**src/dns_pkg.sv**
```systemverilog
// Shared constants, codes and types of the directional nearest-point selector.
// Used by dns_table, dns_mac, dns_score and directional_nearest_select.
package dns_pkg;

  localparam int DEPTH   = 64;
  localparam int IDX_W   = (DEPTH > 1) ? $clog2(DEPTH) : 1;
  localparam int SUM_W   = 34;
  localparam int SCORE_W = 36;

  localparam logic OP_WRITE = 1'b0;
  localparam logic OP_QUERY = 1'b1;

  // forward distance must exceed 0.001 in Q.18 units
  localparam logic signed [SUM_W-1:0] AHEAD_LIMIT = SUM_W'(262);

  typedef struct packed {
    logic signed [15:0] px;
    logic signed [15:0] py;
    logic [7:0]         grp;
    logic               inter;
  } entry_t;

  typedef struct packed {
    logic               valid;
    logic               xprod;
    logic               elig;
    logic [IDX_W-1:0]   idx;
    logic signed [16:0] a;
    logic signed [16:0] b;
    logic signed [15:0] c;
    logic signed [15:0] d;
  } mac_in_t;

  typedef struct packed {
    logic                    valid;
    logic                    xprod;
    logic                    elig;
    logic [IDX_W-1:0]        idx;
    logic signed [SUM_W-1:0] sum;
  } mac_out_t;

endpackage

```
**src/dns_mac.sv**
```systemverilog
// Shared two-stage multiply unit: a*c + b*d, or a*c - b*d for cross products.
// Depends on dns_pkg.
module dns_mac (
  input  logic              clk,
  input  logic              rst_n,
  input  dns_pkg::mac_in_t  op,
  output dns_pkg::mac_out_t res,
  output logic              pend
);

  logic                             s1_valid_r;
  logic                             s1_cross_r;
  logic                             s1_elig_r;
  logic [dns_pkg::IDX_W-1:0]        s1_idx_r;
  logic signed [32:0]               p0_r;
  logic signed [32:0]               p1_r;
  logic                             s2_valid_r;
  logic                             s2_cross_r;
  logic                             s2_elig_r;
  logic [dns_pkg::IDX_W-1:0]        s2_idx_r;
  logic signed [dns_pkg::SUM_W-1:0] sum_r;

  always_ff @(posedge clk) begin
    if (!rst_n) begin
      s1_valid_r <= 1'b0;
      s2_valid_r <= 1'b0;
    end else begin
      s1_valid_r <= op.valid;
      s2_valid_r <= s1_valid_r;
    end
  end

  always_ff @(posedge clk) begin
    s1_cross_r <= op.xprod;
    s1_elig_r  <= op.elig;
    s1_idx_r   <= op.idx;
    p0_r       <= 33'($signed(op.a)) * 33'($signed(op.c));
    p1_r       <= 33'($signed(op.b)) * 33'($signed(op.d));
    s2_cross_r <= s1_cross_r;
    s2_elig_r  <= s1_elig_r;
    s2_idx_r   <= s1_idx_r;
    if (s1_cross_r) begin
      sum_r <= dns_pkg::SUM_W'(p0_r) - dns_pkg::SUM_W'(p1_r);
    end else begin
      sum_r <= dns_pkg::SUM_W'(p0_r) + dns_pkg::SUM_W'(p1_r);
    end
  end

  assign res.valid = s2_valid_r;
  assign res.xprod = s2_cross_r;
  assign res.elig  = s2_elig_r;
  assign res.idx   = s2_idx_r;
  assign res.sum   = sum_r;
  assign pend      = s1_valid_r | s2_valid_r;

endmodule

```
**config.mk**
```make
export PLATFORM = sky130hd
export DESIGN_NAME = dns_mac
export DESIGN_NICKNAME = d
export VERILOG_FILES = /design/src/dns_pkg.sv /design/src/dns_mac.sv
export SDC_FILE = /design/constraint.sdc
export NUM_CORES = 2
export LEC_CHECK = 0
export BUFFER_PORTS_ARGS = -buffer_cell sky130_fd_sc_hd__buf_2
export CAP_MARGIN = 40
export CORE_AREA = 2 2 208 210
export DETAILED_ROUTE_END_ITERATION = 8
export DIE_AREA = 0 0 210 212
export HOLD_SLACK_MARGIN = 0.1
export PLACE_DENSITY = 0.88
export SETUP_SLACK_MARGIN = 0.4
export SYNTH_ARGS = -nofsm -noshare
export SYNTH_HDL_FRONTEND = slang
export SYNTH_SLANG_ARGS = --single-unit
```
**constraint.sdc**
```tcl
create_clock -name clk -period 8.4 [get_ports clk]
set_input_delay 0.84 -clock clk [delete_from_list [all_inputs] [get_ports clk]]
set_output_delay 0.84 -clock clk [all_outputs]
set_load 0.05 [all_outputs]
```
==> flow_metrics.tcl <==
set metrics [dict create \
    dpl.cell_count 3309 \
    grt_overflow_total 0 \
    cts_resized 0 \
    crit_top_cell "fa_1" \
    fin_crit_ns 6.799 \
    final_net_count 3614 \
    clk_pin_slew_ns 0.05 \
    grt_pass1_wl_um 96750 \
    fin_skew_ns 0.007526 \
    crit_fanout 17 \
    start_kind "primary input" \
    yosys.cell_types.count 65 \
    path_delay_family "adder cells" \
    holdCritPathClass "reg -> reg" \
    worst_pin_slew_ns 0.7459 \
    cpMaxStageDelayCell "fa_1" \
    initial_core_util_pct 59.27 \
    grt_setup_unrepaired "no" \
    arrival_ns 7.10 \
    clk_latency_ns 0.43 \
    instances_no_fill 3341 \
    maxSlewHeadroom_pct 49.81 \
    synth_seq_cells 118 \
    cts-root-buf "clkbuf_16" \
    synth.cell_area_um2 25190 \
    via_per_inst 5.640 \
    max_cap_violations 0 \
    cts_tree "built" \
    syn-num-nets 3553 \
    timing.final.max_slew_violations 0 \
    cts_hold_buf 0 \
    fin_setup_tns_ns 0 \
    path_buf_inv 4 \
    worst-endpoint-required_ns 8.71 \
    hpwl_um 47020 \
    die-area_um2 44520 \
    min_period_over_period_pct 80.94 \
    core_um2 42510 \
    via_count 18840 \
    syn_inst 2721 \
    synth_warnings 0 \
    fp.dieW_um 210 \
    die_height_um 212 \
    syn-mean-instance-area_um2 9.259 \
    routed_wl_um 56960 \
    run_status "finished clean" \
    seq_area_frac_synth_pct 9.377 \
    cts_setup_buffers 0 \
    pre_cts_ws_ns 1.203 \
    path_cells "buf_2 -> nand2_1 -> inv_1 -> fa_1 -> fa_1 -> fa_1 -> fa_1 -> fa_1 -> inv_1 -> fa_1 -> inv_1 -> ha_1 -> and4_1 -> a221oi_1 -> nand2b_1 -> a31oi_1 -> o21bai_1 -> a311oi_1 -> a21oi_1 -> xnor2_1" \
    wl_per_cell_um 17.05 \
    synth_enable_flop_cells 0 \
    num_rows 76 \
    ys.flop_type "dfxtp_1" \
    drc_errors 0 \
    clockBufferDepth 2 \
    cts_sinks 118 \
    setup_slack_ns 1.601 \
    portBuffers 120 \
    antenna_found_initial 1 \
    post-route-util_pct 63.00 \
    clock.fmax_mhz 147.1 \
    grt_max_degree 35 \
    end_kind "flop" \
    area_delta_synth_final_pct 6.287 \
    cts_buffers 17 \
    h-tree-depth 4 \
    crit_type "in -> reg" \
    synth-async-reset-ratio_pct 0 \
    grt_pass1_vias 20930 \
    drtAntennaViolNets 0 \
    drt-pass1-iter-count 5 \
    setup_viol 0 \
    boundaryPins 121 \
    drive_above_1_share_pct 6.049 \
    drtIter0Drc 1503 \
    cp_slowest_stage_delay_ns 0.85 \
    gp_routability_congestion 0.9296 \
    grt_use_total_pct 27.20 \
    hold_viol_final 0 \
]
placed cells by master (no fill, tap or decap), types with 4 or more instances in the layout:
cell type,count
a211oi_1,14
a21o_1,36
a21oi_1,91
a221oi_1,4
a31oi_1,10
and2_1,267
and3_1,7
buf_2,120
clkbuf_16,17
clkinvlp_4,4
dfxtp_1,118
fa_1,553
ha_1,202
inv_1,620
nand2_1,284
nand2b_1,15
nand3_1,14
nand4_1,5
nor2_1,98
nor2b_1,7
nor3_1,26
nor4_1,4
o211ai_1,8
o21a_1,12
o21ai_0,44
o21bai_1,9
or2_2,6
or3_1,4
xnor2_1,113
xor2_1,21
cell usage after synthesis (all sizes together), types with 6 or more instances:
master,instances,area (µm²)
inv,620,2327
fa,553,11070
nand2,284,1066
and2,268,1677
ha,202,2527
dfxtp,118,2362
xnor2,113,989.7
nor2,98,367.9
a21oi,92,464.2
clkbuf,75,281.5
o21ai,45,225.2
a21o,36,270.3
nor3,27,146.4
xor2,21,183.9
nand2b,16,107.6
a211oi,15,117.6
nand3,14,70.07
o21a,12,90.09
a31oi,10,62.56
o21bai,9,67.56
and3,8,51.30
o211ai,8,60.06
nor2b,7,43.79
or3,7,55.05
or2,6,37.54
kinds of logic after synthesis:
group	after synthesis	share of synthesized area, %
multiplexers	3	0.1192
buffers and inverters	699	10.46
AO/OA/AOI/OAI	259	6.496
AND/OR/NAND/NOR	753	14.91
adder cells (fa/ha/maj)	755	53.98
flip-flops	118	9.377
XOR/XNOR	134	4.659
cell type report:
type / count / area [µm²]
antenna: 1 / 2.502
clock inverter: 11 / 151.4
timing repair buffer: 121 / 608.1
multi-input combinational: 1904 / 20200
fill: 3175 / 15730
clock buffer: 20 / 446.7
inverter: 620 / 2327
sequential: 118 / 2362
tap: 546 / 683.2
sequential cells by signal, indices dropped and copies added (netlist names):
name / cells
p0_r: 33
p1_r: 33
s1_cross_r: 1
s1_elig_r: 1
s1_idx_r: 6
s1_valid_r: 1
s2_cross_r: 1
s2_elig_r: 1
s2_idx_r: 6
s2_valid_r: 1
sum_r: 34
routing by layer:
layer | wire (µm) | GRT usage, % | vias to the layer above
met1 | 20410 | 31.28 | 9393
met3 | 3855 | 3.973 | 287
met5 | 0 | 0 | -
li1 | - | - | 8279
met2 | 29310 | 49.01 | 883
met4 | 3375 | 15.04 | 0
through the flow:
stage	hold slack, ns	cell area (µm²)
final	0.3279	26780
after global routing	0.3311	26770
after CTS	0.3290	26770
after detailed placement	0.3144	26180
after global placement	0.3111	26180
after floorplan	0.3096	25190
path summary, 6_finish.rpt:
| path | start | to | slack, ns | cells past startpoint |
|---|---|---|---|---|
| hold reg to reg | s1_elig_r | s2_elig_r | 0.33 | 0 |
| hold / removal | s1_elig_r | s2_elig_r | 0.33 | 0 |
| setup reg to reg | p1_r[0] | sum_r[30] | 4.05 | 18 |
| setup / recovery | op[17] | p0_r[32] | 1.60 | 20 |
worst register-to-register path, cell delays in order, from the launching register on:
cell      delay, ns
dfxtp_1        0.35
inv_1          0.07
ha_1           0.17
nand2b_1       0.08
nor4_1         0.25
nor2b_1        0.32
nand3b_1       0.28
o21ai_0        0.27
xor2_1         0.12
ha_1           0.39
nand4_1        0.14
or2_2          0.32
nor2_1         0.13
o31a_1         0.25
nor4_2         0.10
a31oi_1        0.42
a32oi_1        0.14
mux2i_1        0.15
a221oi_1       0.30
Power is not shown: default switching activity piles up to over one toggle a cycle in this logic, so the estimate is an artifact.
