File: src/dns_pkg.sv
// Shared constants, codes and types of the directional nearest-point selector.
// Used by dns_table, dns_mac, dns_score and directional_nearest_select.
package dns_pkg;

  localparam int DEPTH   = 64;
  localparam int IDX_W   = (DEPTH > 1) ? $clog2(DEPTH) : 1;
  localparam int SUM_W   = 34;
  localparam int SCORE_W = 36;

  localparam logic OP_WRITE = 1'b0;
  localparam logic OP_QUERY = 1'b1;

  // forward distance must exceed 0.001 in Q.18 units
  localparam logic signed [SUM_W-1:0] AHEAD_LIMIT = SUM_W'(262);

  typedef struct packed {
    logic signed [15:0] px;
    logic signed [15:0] py;
    logic [7:0]         grp;
    logic               inter;
  } entry_t;

  typedef struct packed {
    logic               valid;
    logic               xprod;
    logic               elig;
    logic [IDX_W-1:0]   idx;
    logic signed [16:0] a;
    logic signed [16:0] b;
    logic signed [15:0] c;
    logic signed [15:0] d;
  } mac_in_t;

  typedef struct packed {
    logic                    valid;
    logic                    xprod;
    logic                    elig;
    logic [IDX_W-1:0]        idx;
    logic signed [SUM_W-1:0] sum;
  } mac_out_t;

endpackage

File: src/dns_score.sv
// Scoring and best-candidate tracking for the ahead and wrap scans.
// Depends on dns_pkg; fed by dns_mac.
module dns_score (
  input  logic                      clk,
  input  logic                      rst_n,
  input  logic                      clear,
  input  logic                      wrap_pass,
  input  dns_pkg::mac_out_t         res,
  output logic                      have,
  output logic [dns_pkg::IDX_W-1:0] best_idx,
  output logic                      pend
);

  logic signed [dns_pkg::SUM_W-1:0]   sum_s;
  logic signed [dns_pkg::SUM_W-1:0]   side;
  logic signed [dns_pkg::SUM_W-1:0]   fwd_r;
  logic signed [dns_pkg::SCORE_W-1:0] score_nxt;
  logic                               ok_nxt;
  logic signed [dns_pkg::SCORE_W-1:0] score_r;
  logic [dns_pkg::IDX_W-1:0]          score_idx_r;
  logic                               score_ok_r;
  logic                               score_valid_r;
  logic signed [dns_pkg::SCORE_W-1:0] best_r;
  logic [dns_pkg::IDX_W-1:0]          best_idx_r;
  logic                               have_r;
  logic                               take;

  assign sum_s = res.sum;

  always_comb begin
    side = (sum_s < 0) ? -sum_s : sum_s;
    if (wrap_pass) begin
      score_nxt = (dns_pkg::SCORE_W'(fwd_r) <<< 2) + dns_pkg::SCORE_W'(side);
      ok_nxt    = res.elig;
    end else begin
      score_nxt = dns_pkg::SCORE_W'(fwd_r) + (dns_pkg::SCORE_W'(side) <<< 1);
      ok_nxt    = res.elig && (fwd_r > dns_pkg::AHEAD_LIMIT);
    end
  end

  assign take = score_valid_r && score_ok_r && (!have_r || (score_r < best_r));

  always_ff @(posedge clk) begin
    if (res.valid && !res.xprod) begin
      fwd_r <= sum_s;
    end
    score_r     <= score_nxt;
    score_idx_r <= res.idx;
    score_ok_r  <= ok_nxt;
    if (take) begin
      best_r     <= score_r;
      best_idx_r <= score_idx_r;
    end
  end

  always_ff @(posedge clk) begin
    if (!rst_n) begin
      score_valid_r <= 1'b0;
      have_r        <= 1'b0;
    end else begin
      score_valid_r <= res.valid && res.xprod;
      if (clear) begin
        have_r <= 1'b0;
      end else if (take) begin
        have_r <= 1'b1;
      end
    end
  end

  assign have     = have_r;
  assign best_idx = best_idx_r;
  assign pend     = score_valid_r;

endmodule
File: config.mk
export PLATFORM = sky130hd
export DESIGN_NAME = dns_score
export DESIGN_NICKNAME = d
export VERILOG_FILES = /design/src/dns_pkg.sv /design/src/dns_score.sv
export SDC_FILE = /design/constraint.sdc
export NUM_CORES = 1
export LEC_CHECK = 0
export ABC_AREA = 1
export BUFFER_PORTS_ARGS = -buffer_cell sky130_fd_sc_hd__buf_2
export CORE_AREA = 2 2 140 142
export CTS_BUF_LIST = sky130_fd_sc_hd__clkbuf_4
export DETAILED_ROUTE_END_ITERATION = 10
export DIE_AREA = 0 0 142 144
export PLACE_DENSITY = 0.76
export SLEW_MARGIN = 5
export SYNTH_ARGS = -nofsm -noshare
export SYNTH_HDL_FRONTEND = slang
export SYNTH_SLANG_ARGS = --single-unit
File: constraint.sdc
create_clock -name clk -period 3.7 [get_ports clk]
set_input_delay 1.11 -clock clk [delete_from_list [all_inputs] [get_ports clk]]
set_output_delay 1.11 -clock clk [all_outputs]
set_load 0.03 [all_outputs]
==> impl_metrics.yaml <==
cells_and_area:
  nFillCells: 1658
  syn_to_final_growth_pct: 22.97
  layout-drive-gt1-share: 0.1893
  nets: 1946
  post-route-util: 0.6716
  mostFrequentLayoutCell: "nand2_1"
  mostFrequentLayoutCells: "nand2_1 (441), inv_1 (235), buf_4 (194)"
power:
  p_leak_uw: 0.006615
  power_density_nw_per_um2: 379.7
  power_uw: 4865
  ir_drop_mv: 0.1834
  switching_share: 0.3990
  switchingPower_uw: 1941
  comb_power_share: 0.412
  p_seq_frac: 0.353
  clkPwrFrac: 0.235
  p_int_uw: 2924
place:
  place_congestion: 0.9923
  port_buffers: 54
  post-place-ws_ps: -436.7
  dpl.hpwl_um: 26210
yosys:
  yosysSeqAreaShare: 0.3055
  async_reset_ff_frac: 0
  syn-num-nets: 1690
  synth-main-ff-cell: "edfxtp_1"
  syn_area_per_cell_sq_um: 6.775
  synth_top_area_cell: "edfxtp_1"
  syn_inst: 1538
  synth-seq-cells: 121
  synthDistinctLibCells: 39
  synth_edf_count: 76
  yosys_warnings: 0
  netlist_area_sq_um: 10420
  synthTopCellsByArea: "edfxtp_1 (22%), nand2_1 (16%), ha_1 (12%), dfxtp_1 (8.6%), inv_1 (8.5%)"
  synth_top_cell_area_share: 0.2190
detailed_routing:
  wl_per_cell_um: 15.51
  ant_nets: 0
  vias_per_cell: 5.401
  dr.pass1.iters: 8
  vias: 11050
  post-route-drc-count: 0
  first_iter_violations: 820
  drt-total-wl_um: 31730
status:
  status: "finished clean"
critical_path:
  cpPeakStageDelay_ps: 360
  regToRegStartpoint: "best_r[11]$_DFFE_PP_"
  endpoint_kind: "flip-flop"
  crit_required_ps: 4200
  timing.rr.end: "best_r[3]$_DFFE_PP_"
  critPathLaunchType: "primary input"
  ff2ff_setup_slack_ps: 1000
  crit_type: "in2reg"
  path_common_cell: "nand2_1"
  crit_start: "res[1]"
  cp_slowest_cell: "ha_1"
  worstPathCellList: "buf_2 > inv_1 > ha_2 > inv_2 > nor3_4 > nand2_1 > o31ai_2 > xnor2_1 > ha_1 > nand2_1 > o21ai_0 > a21oi_1 > nand2_4 > nand2_1 > nand2_1 > nand2_1 > nand3_1 > nand2_1"
  worst-r2r-cell-count: 13
  crit_fanout: 4
  arrival_ps: 3990
die:
  die_w_um: 142
  dieArea_sq_um: 20450
  start_util: 0.5461
  row_count: 51
  io_pins: 55
  fp.dieH_um: 144
  core_region_area_sq_um: 19080
grt:
  grt_pass1_wl_um: 50870
  antenna_found_initial: 1
  grt_overflow: 0
  grt_pass1_vias: 10577
  grt_max_degree: 44
  grt_usage: 0.3218
hold_path:
  hold_end: "best_idx[5]$_DFFE_PP_"
  hp-class: "reg2reg"
  holdPathStages: 0
  hp-start: "score_idx_r[5]$_DFF_P_"
timing:
  min_period_ps: 3491
  slew_headroom: 0.5363
  fin_crit_sh: 0.9435
  drv_slew: 0
  fin_ws_ps: 208.9
  fmax_ghz: 0.2864
  holdWs_ps: 422.8
  setup_violations: 0
  tightest_slew_ps: 688.3
  totalNegativeSetupSlack_ps: 0
  hold_viol_final: 0
  fin_skew_ps: 43.66
cts:
  clock_latency_ps: 600
  cts_setup_buffers: 0
  cts.sinks: 121
  ctsRootBufferMaster: "clkbuf_4"
  cts_tree: "done"
  path_clk_slew_ps: 130
  holdBufCountCts: 0
  h-tree-depth: 4
  numCtsBuffers: 17
  clock_path_buffers: 2
job:
  drv_cap: 0
==> flip-flops by register name, indices dropped and copies added, names as in the netlist <==
register,flops
best_idx,6
best_r,36
fwd_r,34
have,1
pend,1
score_idx_r,6
score_ok_r,1
score_r,36
==> synth_stat cells, types with 3 or more instances <==
library cell and n:
nand3_2 7, xnor2_1 9, a21oi_1 113, nand3b_1 10, o21ai_0 65, buf_2 4
edfxtp_1 76, nand2_1 442, inv_1 236, and2_1 3, ha_1 103, nor3_1 24
a21o_1 7, nor2_1 173, nand3_1 90, dfxtp_1 45, a21boi_0 5, nand4_1 26
nor2_2 9, o21bai_1 7, nor4_1 5, clkbuf_1 6, nand2_2 16, xor2_1 31
==> power groups by stage <==
stage                     clock network, uW  logic, uW  registers (uW)
final                                  1140       2010            1720
after global routing                   1200       2240            1730
after CTS                              1150       1960            1710
after detailed placement                  0       1940            1740
after global placement                    0       1890            1730
after floorplan                           0       1190            1690
==> area by class of cell <==
cell class	instances	area, sq um	area share
Timing Repair Buffer	249	1747	0.1363
Tap cell	238	297.8	0.02324
Sequential cell	121	3183	0.2484
Multi-Input combinational cell	1167	6359	0.4962
Clock buffer	17	127.6	0.009960
Antenna cell	1	2.502	0.0001953
Clock inverter	15	203.9	0.01592
Inverter	238	893.4	0.06972
==> worst max path at each step <==
stage                     cells past startpoint                    end
final                                        18    score_r[26]$_DFF_P_
after global routing                         21    score_r[26]$_DFF_P_
after CTS                                    24    score_r[35]$_DFF_P_
after detailed placement                     24    score_r[27]$_DFF_P_
after global placement                       24    score_r[27]$_DFF_P_
after floorplan                              12  best_idx[0]$_DFFE_PP_
==> routing by layer <==
layer | track usage | vias to the layer above | routed length, um | part of all wire
met5 | 0 | - | 0 | 0
met4 | 0.1532 | 0 | 1382 | 0.044
met3 | 0.03377 | 90 | 2064 | 0.065
met2 | 0.5375 | 442 | 14510 | 0.46
met1 | 0.4204 | 4990 | 13770 | 0.43
li1 | - | 5528 | - | -
==> repair_timing <==
item                                    CTS  global route
resized for setup                         0            15
hold endpoints to repair                  0             0
endpoints found under the setup margin    0            18
==> worst max-delay path: cells and delay by family <==
family,cells,cell delay [ps]
buffers and inverters,3,260
and+or+nand+nor,9,1200
xor gates and xnor gates,1,250
adders and majority gates,2,560
AOI/OAI and AO/OA,3,610
==> cells by family (layout without fill, tap and decap cells) <==
logic type | after synthesis | count (layout) | share of synthesized area
buffers and inverters | 250 | 519 | 0.09054
and+or+nand+nor | 815 | 815 | 0.3361
AOI/OAI and AO/OA | 207 | 207 | 0.1067
xor gates and xnor gates | 40 | 40 | 0.03362
DFF | 121 | 121 | 0.3055
adders and majority gates | 105 | 105 | 0.1275
other | 0 | 1 | 0
==> stage by stage <==
stage | cell area, sq um | cells
6_report | 12810 | 2046
5_1_grt | 12810 | 2046
4_1_cts | 12760 | 2045
3_5_place_dp | 12420 | 2013
3_3_place_gp | 12420 | 2013
2_1_floorplan | 10420 | 1538
Power figures use the tool's default switching activity.
