File: src/dns_pkg.sv
// Shared constants, codes and types of the directional nearest-point selector.
// Used by dns_table, dns_mac, dns_score and directional_nearest_select.
package dns_pkg;

  localparam int DEPTH   = 64;
  localparam int IDX_W   = (DEPTH > 1) ? $clog2(DEPTH) : 1;
  localparam int SUM_W   = 34;
  localparam int SCORE_W = 36;

  localparam logic OP_WRITE = 1'b0;
  localparam logic OP_QUERY = 1'b1;

  // forward distance must exceed 0.001 in Q.18 units
  localparam logic signed [SUM_W-1:0] AHEAD_LIMIT = SUM_W'(262);

  typedef struct packed {
    logic signed [15:0] px;
    logic signed [15:0] py;
    logic [7:0]         grp;
    logic               inter;
  } entry_t;

  typedef struct packed {
    logic               valid;
    logic               xprod;
    logic               elig;
    logic [IDX_W-1:0]   idx;
    logic signed [16:0] a;
    logic signed [16:0] b;
    logic signed [15:0] c;
    logic signed [15:0] d;
  } mac_in_t;

  typedef struct packed {
    logic                    valid;
    logic                    xprod;
    logic                    elig;
    logic [IDX_W-1:0]        idx;
    logic signed [SUM_W-1:0] sum;
  } mac_out_t;

endpackage

File: src/dns_table.sv
// Point table: entry memory with one registered read port plus per-slot valid flops.
// Depends on dns_pkg.
module dns_table (
  input  logic                      clk,
  input  logic                      rst_n,
  input  logic                      wr_en,
  input  logic                      wr_keep,
  input  logic [dns_pkg::IDX_W-1:0] wr_idx,
  input  dns_pkg::entry_t           wr_entry,
  input  logic                      rd_en,
  input  logic [dns_pkg::IDX_W-1:0] rd_idx,
  output dns_pkg::entry_t           rd_entry,
  output logic                      rd_valid
);

  dns_pkg::entry_t            mem_r [dns_pkg::DEPTH];
  logic [dns_pkg::DEPTH-1:0]  valid_r;
  dns_pkg::entry_t            rd_entry_r;
  logic                       rd_valid_r;

  always_ff @(posedge clk) begin
    if (wr_en) begin
      mem_r[wr_idx] <= wr_keep ? wr_entry : '0;
    end
  end

  always_ff @(posedge clk) begin
    if (!rst_n) begin
      valid_r <= '0;
    end else if (wr_en) begin
      valid_r[wr_idx] <= wr_keep;
    end
  end

  always_ff @(posedge clk) begin
    if (rd_en) begin
      rd_entry_r <= mem_r[rd_idx];
      rd_valid_r <= valid_r[rd_idx];
    end
  end

  assign rd_entry = rd_entry_r;
  assign rd_valid = rd_valid_r;

endmodule

File: config.mk
export PLATFORM = sky130hd
export DESIGN_NAME = dns_table
export DESIGN_NICKNAME = d
export VERILOG_FILES = /design/src/dns_pkg.sv /design/src/dns_table.sv
export SDC_FILE = /design/constraint.sdc
export NUM_CORES = 2
export LEC_CHECK = 0
export BUFFER_PORTS_ARGS = -buffer_cell sky130_fd_sc_hd__buf_2
export CORE_ASPECT_RATIO = 0.6
export CORE_MARGIN = 2
export CORE_UTILIZATION = 50
export DETAILED_ROUTE_END_ITERATION = 16
export PLACE_DENSITY = 0.68
export SLEW_MARGIN = 20
export SYNTH_ARGS = -nofsm -noshare
export SYNTH_HDL_FRONTEND = slang
export SYNTH_SLANG_ARGS = --single-unit
File: constraint.sdc
create_clock -name clk -period 3.28 [get_ports clk]
set_clock_uncertainty 0.2 [all_clocks]
set_input_delay 0.328 -clock clk [delete_from_list [all_inputs] [get_ports clk]]
set_output_delay 0.328 -clock clk [all_outputs]
set_load 0.02 [all_outputs]
==> flow_summary_export.csv <==
group,metric,value,unit
finish,final_area,0.119,mm^2
sta,fmaxAchievable,0.384,GHz
synth,async_flop_share,0,%
floorplanning,core,0.206,mm^2
min_path,hold_depth,2,
sta,maxSlewHeadroom,23.4,%
synth,synth-edff-count,2666,
detailed_routing,routed-via-count,52500,
global_routing,grt_max_degree,69,
sta,slew_violations,0,
clock_network,cts_hold_buf,17,
critical_path,critPathLaunchType,"primary input",
power,p_sw_share,21.1,%
power,ir_drop,0.468,mV
critical_path,crit_required,3.56,ns
placed_design,dpl_cell_area,0.111,mm^2
placed_design,dp_hpwl,159000,um
global_routing,grt-ovfl-total,0,
sta,setup_tns,0,ns
critical_path,r2r_cells,6,
synth,ys_warn_count,0,
critical_path,reg2reg_from,"mem_r[5][37]$_DFFE_PP_",
critical_path,critical-path-top-delay-family,"buffers and inverters",
detailed_routing,first_pass_iters,5,
clock_network,numCtsBuffers,228,
clock_network,ctsLongestPathBuffers,4,
finish,fin_nets,5150,
clock_network,cts.repair.resized,0,
placed_design,place_ws,-0.0265,ns
global_routing,grt_usage,26.3,%
power,p_seq_share,56.3,%
placed_design,port_buffers,99,
finish,final_common_cell,"edfxtp_1",
power,p_int,54.2,mW
detailed_routing,drc,0,
floorplanning,io_pins,100,
finish,drive_above_1_share,30.5,%
min_path,worstHoldPathType,"in2reg",
floorplanning,dieArea,0.212,mm^2
power,power_frac_comb,5.1,%
detailed_routing,wire_per_inst,34.5,um
critical_path,cp_slowest_stage_delay,0.60,ns
global_routing,grt_pass1_vias,51400,
global_routing,antenna_found_initial,12,
sta,fin_crit_sh,79.4,%
clock_network,cts_sinks,2730,
min_path,min_to,"mem_r[10][11]$_DFFE_PP_",
detailed_routing,drtIter0Drc,8423,
sta,fin_crit,2.60,ns
min_path,holdCritStartpoint,"wr_entry[11]",
floorplanning,fp.dieH,357,um
power,power.density,579,mW/mm^2
synth,syn_inst,4659,
synth,ys_ff_latch,2730,
critical_path,slowest_stage,"nand3_1",
clock_network,h-tree-depth,4,
critical_path,crit_path_max_fanout,27,
floorplanning,start_util,50.4,%
critical_path,startpoint,"wr_idx[0]",
sta,fin_ws,0.676,ns
detailed_routing,drt-total-wl,277000,um
sta,setup_viol,0,
clock_network,clock-root-buffer,"clkbuf_16",
critical_path,worst_path_most_repeated_cell,"buf_4",
synth,synth.distinct_cells,40,
sta,hold_viol,0,
floorplanning,die_w,593,um
finish,area_growth,14.1,%
floorplanning,row_count,129,
finish,most-common-layout-cells,"edfxtp_1 (2666), mux4_2 (636), buf_4 (251), clkbuf_16 (234), o22ai_1 (157)",
critical_path,cp-end-kind,"register",
synth,syn_area_per_cell,22.3,um^2
synth,synth_nets,4717,
job,drv_cap,0,
clock_network,postCtsSetupRepairBufs,0,
global_routing,grt_pass1_wl,390000,um
outcome,status,"complete, no violations",
critical_path,arrival,2.89,ns
synth,synth_area,0.104,mm^2
power,leakage,33.3,nW
detailed_routing,vias_per_cell,6.54,
clock_network,clkSlewWorstSetupHoldPaths,0.07,ns
clock_network,clock_latency,0.87,ns
critical_path,path_buf_inv,4,
sta,worst_pin_slew,1.15,ns
critical_path,crit_type,"in2reg",
synth,ys_seq_area_share,78.2,%
critical_path,rrSetupSlack,0.90,ns
power,p_clk_share,38.5,%
critical_path,crit_chain,"dlygate4sd3_1 > buf_2 > nor2_1 > nand3_1 > buf_4 > nor2_4 > buf_4",
detailed_routing,ant_nets,0,
sta,rsz0062_at_grt,"false",
power,net-switching-power,14.5,mW
critical_path,rr_endpoint,"rd_entry[37]$_DFFE_PP_",
clock_network,cts_tree,"yes",
placed_design,place.gp.congestion,0.806,
synth,ys.flop_type,"edfxtp_1",
power by group through the flow:
stage / clock network [mW] / logic, mW / registers [mW]
after floorplan: 0 / 1.94 / 39.4
after global placement: 0 / 3.43 / 39.4
after detailed placement: 0 / 3.49 / 39.4
after CTS: 26.7 / 3.52 / 38.7
after global routing: 28.0 / 3.70 / 38.7
final: 26.5 / 3.52 / 38.7
state kept, by name, summed over array words and instances (netlist names):
name and count:
valid_r 64, mem_r 2624, rd_valid 1, rd_entry 41
kinds of logic (layout without fill, tap and decap cells):
family / after synthesis / after routing / synth area share (%)
AOI/OAI and AO/OA: 520 / 520 / 3.36
buffers and inverters: 284 / 893 / 1.43
DFF: 2730 / 2730 / 78.2
muxes: 794 / 794 / 15.4
other: 0 / 6 / 0
and+or+nand+nor: 331 / 331 / 1.57
cell usage after synthesis (2+ instances only):
| cell type | instances | share of area (%) |
|---|---|---|
| nor2_1 | 92 | 0.33 |
| o21a_1 | 8 | 0.058 |
| buf_2 | 87 | 0.42 |
| a21boi_0 | 59 | 0.43 |
| edfxtp_1 | 2666 | 77 |
| nand2_1 | 82 | 0.30 |
| or3b_2 | 3 | 0.025 |
| o221ai_1 | 53 | 0.45 |
| and3_1 | 9 | 0.054 |
| a221oi_1 | 36 | 0.30 |
| mux4_2 | 636 | 14 |
| buf_6 | 18 | 0.19 |
| nand2b_1 | 14 | 0.084 |
| a22oi_1 | 28 | 0.20 |
| mux2_2 | 73 | 0.79 |
| buf_1 | 10 | 0.036 |
| mux2i_1 | 85 | 0.82 |
| nor3_1 | 2 | 0.0096 |
| o22a_1 | 24 | 0.20 |
| nor4_1 | 33 | 0.20 |
| or3_1 | 3 | 0.018 |
| a2111oi_0 | 3 | 0.025 |
| clkbuf_1 | 120 | 0.43 |
| o22ai_1 | 157 | 0.94 |
| or2_2 | 5 | 0.030 |
| o21ai_0 | 78 | 0.38 |
| nor2b_1 | 22 | 0.13 |
| a211oi_1 | 7 | 0.051 |
| buf_4 | 48 | 0.35 |
| a21oi_1 | 65 | 0.31 |
| dfxtp_1 | 64 | 1.2 |
| nand3b_1 | 4 | 0.029 |
| and2_1 | 45 | 0.27 |
| nand3_1 | 14 | 0.067 |
through the flow:
step | util, % | std cells | total power, mW | hold WS [ns]
after floorplan | - | 4659 | 41.4 | 0.240
after global placement | 54.0 | 7596 | 42.9 | 0.266
after detailed placement | 54.0 | 7596 | 42.9 | 0.277
after CTS | 57.5 | 8019 | 68.9 | 0.00486
after global routing | 57.5 | 8019 | 70.4 | 0.0585
final | 57.5 | 8025 | 68.7 | 0.0448
cell type report:
cell class / instances / area [um^2]
multi-input cells: 1645 / 21700
diodes: 6 / 15.0
flip-flops and latches: 2730 / 81300
fillers: 14700 / 87700
clock buffers: 292 / 6100
repair buffers: 487 / 5010
clock inverters: 114 / 940
well taps: 2751 / 3440
worst register-to-register path: stages, from the launching register on:
cell and delay, ns:
edfxtp_1 0.37, mux4_2 0.50, nor2b_1 0.16, a2111oi_0 0.47
buf_4 0.20, o22ai_1 0.08, and3_1 0.18
how the worst max path moves through the flow:
stage / depth (start not counted) / endpoint / slack (ns)
after floorplan: 4 / mem_r[32][0]$_DFFE_PP_ / -0.25
after global placement: 8 / rd_entry[29]$_DFFE_PP_ / -0.03
after global routing: 8 / valid_r[28]$_SDFFE_PN0P_ / 0.71
after CTS: 7 / mem_r[60][22]$_DFFE_PP_ / 0.77
after detailed placement: 8 / rd_entry[29]$_DFFE_PP_ / -0.03
final: 7 / mem_r[60][22]$_DFFE_PP_ / 0.68
routing by layer:
layer	vias up	global-route usage (%)	part of all wire, %
met4	8	6.30	2.3
met2	3355	37.4	44
met1	28100	41.3	41
met5	-	0	0.019
li1	20700	-	-
met3	349	6.16	13
(Power assumes the default switching activity.)
